===== src/sv/assert_macros.svh =====
// assertion macros used by the speed control core
`ifndef ASSERT_MACROS_SVH
`define ASSERT_MACROS_SVH
`ifndef SYNTHESIS
`define ASSERT_IMPLY(label, clk, rst, ante, cons, msg) \
   label: assert property (@(posedge clk) disable iff (rst) (ante) |-> (cons)) else $error(msg);
`define ASSERT_NEXT(label, clk, rst, ante, cons, msg) \
   label: assert property (@(posedge clk) disable iff (rst) (ante) |=> (cons)) else $error(msg);
`else
`define ASSERT_IMPLY(label, clk, rst, ante, cons, msg)
`define ASSERT_NEXT(label, clk, rst, ante, cons, msg)
`endif
`endif


===== src/sv/dwpid_pkg.sv =====
// types and constants of the dual wheel pid speed control core
`timescale 1ns / 1ps
package dwpid_pkg;

   localparam int GAIN_W   = 16;
   localparam int TICK_W   = 10;
   localparam int SPD_W    = 16;
   localparam int ERR_W    = 17;
   localparam int INTEG_W  = 32;
   localparam int MUL_A_W  = 33;
   localparam int MUL_B_W  = 17;
   localparam int PROD_W   = MUL_A_W + MUL_B_W;
   localparam int SUM_W    = PROD_W + 2;
   localparam int CSR_IDX_W = 3;

   localparam logic [CSR_IDX_W-1:0] CSR_PROP_GAIN  = 3'd0;
   localparam logic [CSR_IDX_W-1:0] CSR_INTEG_GAIN = 3'd1;
   localparam logic [CSR_IDX_W-1:0] CSR_DERIV_GAIN = 3'd2;
   localparam logic [CSR_IDX_W-1:0] CSR_HALF_TRACK = 3'd3;
   localparam logic [CSR_IDX_W-1:0] CSR_TICK_RATE  = 3'd4;

   localparam logic [GAIN_W-1:0] PROP_GAIN_RST  = 16'd6400;
   localparam logic [GAIN_W-1:0] INTEG_GAIN_RST = 16'd1024;
   localparam logic [GAIN_W-1:0] DERIV_GAIN_RST = 16'd26;
   localparam logic [GAIN_W-1:0] HALF_TRACK_RST = 16'd10158;
   localparam logic [TICK_W-1:0] TICK_RATE_RST  = 10'd100;

   typedef struct packed {
      logic signed [SPD_W-1:0] linear_target;
      logic signed [SPD_W-1:0] angular_target;
      logic signed [SPD_W-1:0] left_measured;
      logic signed [SPD_W-1:0] right_measured;
      logic                    stop_toggle;
      logic                    led_request;
   } req_payload_type;

   typedef struct packed {
      logic signed [SPD_W-1:0] left_drive;
      logic signed [SPD_W-1:0] right_drive;
      logic                    led_on;
      logic                    stopped;
   } rsp_payload_type;

   typedef struct packed {
      logic [GAIN_W-1:0] prop_gain;
      logic [GAIN_W-1:0] integ_gain;
      logic [GAIN_W-1:0] deriv_gain;
      logic [TICK_W-1:0] tick_rate;
   } gain_cfg_type;

   typedef struct packed {
      logic                    start;
      logic signed [SPD_W-1:0] goal;
      logic signed [SPD_W-1:0] meas;
   } lane_cmd_type;

   typedef struct packed {
      logic                    done;
      logic signed [SPD_W-1:0] drive;
   } lane_rsp_type;

   typedef struct packed {
      logic signed [SPD_W-1:0] left_drive;
      logic signed [SPD_W-1:0] right_drive;
      logic                    led_on;
      logic                    stopped;
   } merge_in_type;

   typedef enum logic [2:0] {
      CTL_IDLE,
      CTL_SPLIT,
      CTL_TARGET,
      CTL_RUN,
      CTL_PUSH
   } ctl_state_type;

   typedef enum logic [2:0] {
      LN_IDLE,
      LN_ERR,
      LN_MP,
      LN_MI,
      LN_MDT,
      LN_MD,
      LN_MSUB,
      LN_RND
   } lane_state_type;

endpackage


===== src/sv/dwpid_merge.sv =====
// merge stage: joins the two lane drives, applies the stop flag, holds the response
`timescale 1ns / 1ps
module dwpid_merge
   import dwpid_pkg::*;
(
   input  logic            clock,
   input  logic            reset,
   input  logic            load,
   input  merge_in_type    data,
   output logic            ready,
   output logic            rsp_valid,
   input  logic            rsp_stall,
   output rsp_payload_type rsp_payload
);

   logic            valid_ff, valid_in;
   rsp_payload_type payload_ff, payload_in;

   assign ready = !valid_ff || !rsp_stall;

   always_comb begin
      valid_in   = valid_ff && rsp_stall;
      payload_in = payload_ff;
      if (load) begin
         valid_in               = 1'b1;
         payload_in.left_drive  = data.stopped ? '0 : data.left_drive;
         payload_in.right_drive = data.stopped ? '0 : data.right_drive;
         payload_in.led_on      = data.led_on;
         payload_in.stopped     = data.stopped;
      end
   end

   always_ff @(posedge clock) begin
      if (reset) begin
         valid_ff <= 1'b0;
      end else begin
         valid_ff <= valid_in;
      end
   end

   always_ff @(posedge clock) begin
      payload_ff <= payload_in;
   end

   assign rsp_valid   = valid_ff;
   assign rsp_payload = payload_ff;

endmodule


===== config.mk =====
export PLATFORM = sky130hd
export DESIGN_NAME = dwpid_merge
export DESIGN_NICKNAME = d
export VERILOG_FILES = /design/src/sv/assert_macros.svh /design/src/sv/dwpid_pkg.sv /design/src/sv/dwpid_merge.sv
export SDC_FILE = /design/constraint.sdc
export NUM_CORES = 1
export LEC_CHECK = 0
export BUFFER_PORTS_ARGS = -buffer_cell sky130_fd_sc_hd__clkbuf_2
export CORE_ASPECT_RATIO = 1.2
export CORE_MARGIN = 5
export CORE_UTILIZATION = 42
export CTS_BUF_LIST = sky130_fd_sc_hd__clkbuf_16
export DETAILED_ROUTE_END_ITERATION = 6
export PLACE_DENSITY_LB_ADDON = 0.25
export SLEW_MARGIN = 15
export SYNTH_ARGS = -nofsm -noshare
export SYNTH_HDL_FRONTEND = slang
export SYNTH_SLANG_ARGS = --single-unit

===== constraint.sdc =====
create_clock -name clock -period 0.8 [get_ports clock]
set_input_delay 0.04 -clock clock [delete_from_list [all_inputs] [get_ports clock]]
set_output_delay 0.04 -clock clock [all_outputs]
set_load 0.02 [all_outputs]

==> results of run 1 <==
==> routing by layer <==
layer,up-vias,global-route usage (%),part of all wire (%)
li1,417,-,-
met1,393,15.55,33
met2,43,20.19,51
met3,6,8.688,13
met4,0,8.128,2.8
met5,-,0,0
==> final timing paths <==
check             slack [ns]  cells past startpoint         endpoint
hold / removal          0.03                      3        rsp_valid
setup / recovery       -0.05                      1  rsp_payload[10]
setup reg to reg        0.19                      2        rsp_valid
hold reg to reg         0.51                      2        rsp_valid
==> through the flow <==
step	utilization (%)	setup slack, ns	hold slack (ns)
floorplan	-	0.1301	0.1124
global placement	58.13	0.1499	0.1987
detailed placement	58.13	0.1379	0.2056
CTS	63.72	-0.07803	0.01815
global route	68.64	-0.09241	0.05886
finish	68.64	-0.05249	0.03031
==> kinds of logic after synthesis <==
| family | after synthesis |
|---|---|
| flops | 35 |
| simple gates | 34 |
| buf+inv | 3 |
| compound gates | 1 |
==> final cells by class <==
type,instances,share of cell area (%)
Sequential cell,35,50.61
Multi-Input combinational cell,35,10.45
Clock buffer,5,6.075
Tap cell,36,2.187
Timing Repair Buffer,79,30.50
Clock inverter,1,0.1823
==> power breakdown <==
part	switching, W	internal, W
sequential	0.0000547	0.00218
clock	0.000619	0.00110
combinational	0.000339	0.000356
total	0.00101	0.00364
==> layout by cell type, fill, tap and decap left out <==
| cell | Yosys | layout |
|---|---|---|
| buf_6 | 0 | 23 |
| dlygate4sd3_1 | 0 | 2 |
| edfxtp_1 | 34 | 34 |
| dfxtp_2 | 0 | 1 |
| nand2_2 | 0 | 1 |
| clkbuf_2 | 0 | 37 |
| nor2b_1 | 32 | 32 |
| inv_1 | 0 | 1 |
| buf_12 | 0 | 4 |
| nor2_1 | 1 | 1 |
| buf_2 | 0 | 11 |
| clkbuf_8 | 0 | 1 |
| clkbuf_16 | 0 | 5 |
| a21oi_1 | 1 | 1 |
| buf_8 | 0 | 1 |
==> state kept, by name (all words and copies together), names as in the netlist <==
signal and count:
rsp_valid 1, rsp_payload 34
==> what timing repair did <==
action / in CTS / in global routing
endpoints found under the hold margin: 2 / 0
cloned: 0 / 0
endpoints found under the setup margin: 36 / 36
resized for setup: 5 / 82
hold buffers: 2 / 0
==> flow_summary_export.csv, run 1 <==
group,metric,value,unit
layout,register_area,1042,um^2
clocking,clkLatencyLatePin,0.27,ns
clocking,cts_buffer_depth,2,
global_route,globalRouteOverflowTotal,0,
detailed_routing,dr.pass1.iters,4,
critical_path,crit_chain,"buf_2",
floorplan,die_h,70.39,um
logic_synthesis,synth-xor-area-share,0,%
logic_synthesis,yosys.area_share.simple,16.27,%
power_and_ir_drop,power,0.004649,W
critical_path,end_kind,"output pin",
layout,fin_nets,194,
placement,place_congestion,0.6756,
timing,finalCriticalPeriod,0.8525,ns
logic_synthesis,yosysTopAreaCell,"edfxtp_1",
logic_synthesis,yosys-top-cells-count,"34 x edfxtp_1, 32 x nor2b_1, 3 x buf_4",
clocking,cts_sinks,35,
logic_synthesis,avgSynthCellArea,17.48,um^2
layout,fillers,226,
detailed_routing,wl,2600,um
logic_synthesis,yosys_warnings,0,
floorplan,die_width,60.32,um
timing,drv_slew,0,
layout,drive_above_1_share,54.19,%
critical_path,crit_buf_inv,1,
layout,fin_area,2059,um^2
clocking,cts_tree,"built",
placement,dp_cells,183,
critical_path,cp_top_family,"flip-flops",
logic_synthesis,netlist.area_leader.share,80.00,%
logic_synthesis,netlist_area,1276,um^2
detailed_routing,dr.first_iter.drc_count,18,
clocking,root_buffer,"clkbuf_16",
logic_synthesis,ys_ff_latch,35,
outcome,run_status,"finished with violations",
floorplan,core,3000,um^2
critical_path,cp-start-kind,"register",
placement,numPortBuffers,73,
logic_synthesis,syn_inst,73,
outcome,violations,"setup timing",
floorplan,die_area,4246,um^2
critical_path,critPathMaxFanout,1,
global_route,antenna_found_initial,0,
power_and_ir_drop,irDropWorstVdd,1.884,mV
timing,tightest_slew,0.1174,ns
layout,area_growth,61.37,%
floorplan,row_count,22,
logic_synthesis,yosysUniqueCellTypes,7,
logic_synthesis,yosysSeqAreaShare,81.57,%
logic_synthesis,async_flop_share,0,%
timing,fin_ws,-0.05249,ns
timing,setup-tns-final,-1.139,ns
floorplan,initial_core_util,42.54,%
power_and_ir_drop,leakage,0.8753,nW
power_and_ir_drop,p_per_area,2257,nW/um^2
job,max-cap-violations,0,
critical_path,cp.required,0.76,ns
logic_synthesis,synthAdderAreaFrac,0,%
critical_path,cp.arrival,0.81,ns
critical_path,crit_path_top_delay_cell,"edfxtp_1",
critical_path,r2r-start,"rsp_valid",
timing,fmax,1.173,GHz
detailed_routing,viasPerCell,4.497,
global_route,grt_start_max_net_pins,21,
timing,post-route-period-util,106.6,%
logic_synthesis,synth_nets,111,
logic_synthesis,synth_mux_area_share,0,%
detailed_routing,ant_nets,0,
critical_path,cp-startpoint,"rsp_payload[10]",
logic_synthesis,synth-edff-count,34,
placement,hpwlAfterDp,1889,um
global_route,grt_pass1_wl,4133,um
critical_path,critPathKind,"register to output pin",
critical_path,slowest_delay,0.37,ns
global_route,grt_pass1_vias,893,
layout,antenna_cells,0,
logic_synthesis,synth_area_leaders,"edfxtp_1 80%, nor2b_1 16%, buf_4 1.8%, dfxtp_1 1.6%, a21oi_1 0.39%",
min_path,min-delay-path-class,"primary input to register",
clocking,htreeDepth,2,
timing,finClkSkew,0,ns
logic_synthesis,synth_flop_cell,"edfxtp_1",
floorplan,num_io_pins,74,
global_route,track_usage,14.07,%
placement,placed_area,1744,um^2
detailed_routing,routedWlPerCell,13.61,um
detailed_routing,drcViolationCount,0,
clocking,numCtsBuffers,5,
timing,final-hold-violation-count,0,
logic_synthesis,synth-compound-area-share,0.3922,%
layout,instances_no_fill,191,
timing,relSlewSlack,92.21,%
clocking,cts_setup_buffers,0,
timing,setup_viol,36,
logic_synthesis,synth_top_family_by_area,"simple AND/OR/NAND/NOR gates",
timing,grt_setup_unrepaired,"yes",
logic_synthesis,yosysMostFrequentCell,"edfxtp_1",
detailed_routing,via_count,859,
layout,multiInputGateArea,215.2,um^2
min_path,min_from,"rsp_stall",
clocking,clk_pin_slew,0.05,ns
No activity file was read; power rests on OpenSTA's default activity.
==> run 2, diff against run 1 <==
--- a/config.mk
+++ b/config.mk
@@ -11,7 +11,7 @@
 export CORE_UTILIZATION = 42
 export CTS_BUF_LIST = sky130_fd_sc_hd__clkbuf_16
 export DETAILED_ROUTE_END_ITERATION = 6
-export PLACE_DENSITY_LB_ADDON = 0.25
+export PLACE_DENSITY = 0.77
 export SLEW_MARGIN = 15
 export SYNTH_ARGS = -nofsm -noshare
 export SYNTH_HDL_FRONTEND = slang
==> run 2 against run 1 <==
  * The flow still finishes with violations (setup timing)
  * Highest routed layer unchanged
  * Largest power group unchanged
  * Critical path depth is the same
  * Critical path type unchanged
  * Global-route usage is 0.35 points higher
  * Fmax down 2.6%
  * Clock-buffer cell count did not move
==> flow_summary_export.csv, run 2 (synthesis results as in run 1) <==
group,metric,value,unit
outcome,run_status,"finished with violations",
outcome,violations,"setup timing",
placement,hpwlAfterDp,2031,um
power_and_ir_drop,power,0.004667,W
timing,setup_viol,36,
critical_path,crit_chain,"buf_6",
placement,dpl_worst_slack,0.1164,ns
global_route,grt_pass1_vias,927,
layout,instances_no_fill,192,
clocking,numCtsBuffers,5,
power_and_ir_drop,p_sw_share,22.11,%
power_and_ir_drop,p_comb_share,14.7,%
power_and_ir_drop,p_sw,0.001032,W
power_and_ir_drop,pwr-share-seq,47.8,%
critical_path,crit_path_top_delay_cell,"edfxtp_1",
floorplan,num_io_pins,74,
layout,drive_above_1_share,54.49,%
clocking,cts_sinks,35,
detailed_routing,dr.pass1.iters,2,
clocking,clk_pin_slew,0.05,ns
floorplan,row_count,22,
floorplan,die_width,60.32,um
placement,place_congestion,0.6563,
placement,dp_cells,183,
timing,grt_setup_unrepaired,"yes",
critical_path,cp-start-kind,"register",
clocking,cts_tree,"built",
placement,numPortBuffers,73,
global_route,track_usage,14.42,%
detailed_routing,drcViolationCount,0,
critical_path,critPathKind,"register to output pin",
critical_path,cp.arrival,0.84,ns
timing,fmax,1.142,GHz
layout,final_common_cell,"clkbuf_2",
min_path,min-delay-path-class,"primary input to register",
critical_path,crit_buf_inv,1,
critical_path,cp_top_family,"flip-flops",
clocking,htreeDepth,2,
global_route,antenna_found_initial,0,
floorplan,die_area,4246,um^2
timing,finClkSkew,0,ns
layout,area_growth,60.98,%
detailed_routing,ant_nets,0,
timing,fin_ws,-0.07564,ns
detailed_routing,wl,2785,um
floorplan,initial_core_util,42.54,%
timing,tightest_slew,0.1491,ns
layout,fin_nets,194,
clocking,clkLatencyLatePin,0.27,ns
layout,largest_register_ffs,34,
timing,finalCriticalPeriod,0.8756,ns
timing,final-hold-violation-count,0,
critical_path,critPathMaxFanout,1,
floorplan,core,3000,um^2
global_route,globalRouteOverflowTotal,0,
power_and_ir_drop,internal_power,0.003635,W
clocking,cts_buffer_depth,2,
timing,relSlewSlack,90.04,%
global_route,grt_start_max_net_pins,24,
floorplan,die_h,70.39,um
critical_path,end_kind,"output pin",
detailed_routing,via_count,862,
power_and_ir_drop,irDropWorstVdd,1.586,mV
detailed_routing,viasPerCell,4.490,
power_and_ir_drop,p_per_area,2272,nW/um^2
timing,drv_slew,0,
global_route,grt_pass1_wl,4284,um
power_and_ir_drop,leakage,0.8760,nW
detailed_routing,routedWlPerCell,14.51,um
timing,post-route-period-util,109.5,%
layout,antenna_cells,0,
critical_path,slowest_delay,0.41,ns
clocking,root_buffer,"clkbuf_16",
power_and_ir_drop,clockPowerShare,37.5,%
job,max-cap-violations,0,
detailed_routing,dr.first_iter.drc_count,14,
layout,layout_common_cells,"37 x clkbuf_2, 34 x edfxtp_1, 32 x nor2b_1",
critical_path,cp.required,0.76,ns
clocking,cts_setup_buffers,0,
[run 2: layout make-up]
class | count | area [um^2]
multi-input cells | 35 | 220.2
flip-flops and latches | 35 | 1045
clock buffers | 5 | 125.1
clock inverters | 2 | 8.758
well taps | 36 | 45.04
fillers | 222 | 945.9
repair buffers | 79 | 610.6
[run 2: timing repair]
| action | in CTS | in global routing |
|---|---|---|
| cloned | 0 | 0 |
| hold buffers | 2 | 0 |
| pin swaps | 1 | 0 |
| gates resized for setup | 5 | 79 |
| endpoints found under the hold margin | 2 | 0 |
| endpoints found under the setup margin | 36 | 36 |
[run 2: through the flow]
step,cell area (um^2),setup TNS (ns),hold WS [ns],utilization (%)
floorplan,1276,0,0.1124,-
global placement,1744,0,0.2000,58.13
detailed placement,1744,0,0.2021,58.13
CTS,1917,-1.661,0.01560,63.89
global route,2054,-2.282,0.06681,68.47
finish,2054,-1.259,0.05297,68.47
[run 2: layer usage]
layer,wire length [um],global-route usage [%],vias up,part of all wire [%]
met5,0,0,-,0
met4,38,5.172,0,1.4
met3,289,7.394,5,10
met2,1587,25.36,41,57
met1,869,13.78,398,31
li1,-,-,418,-
[run 2: power groups by stage]
stage | Clock, W | Sequential, W | Combinational, W
2_1_floorplan | 0 | 0.00244 | 0.0000849
6_report | 0.00175 | 0.00223 | 0.000687
4_1_cts | 0.00177 | 0.00222 | 0.000594
5_1_grt | 0.00188 | 0.00224 | 0.000733
3_5_place_dp | 0 | 0.00225 | 0.000576
3_3_place_gp | 0 | 0.00224 | 0.000566
[run 2: worst reg2reg max path, delay by kind of cell (launching register included)]
kind             cells  cell delay [ns]
AND/OR/NAND/NOR      1             0.05
flip-flops           1             0.36
AO/OA/AOI/OAI        1             0.14
[run 2: worst paths after layout]
path | from | end | slack [ns] | depth (start not counted)
max | rsp_payload[30] | rsp_payload[30] | -0.08 | 1
min | rsp_stall | rsp_valid | 0.05 | 3
max reg2reg | rsp_valid | rsp_valid | 0.15 | 2
min reg2reg | rsp_valid | rsp_valid | 0.55 | 2
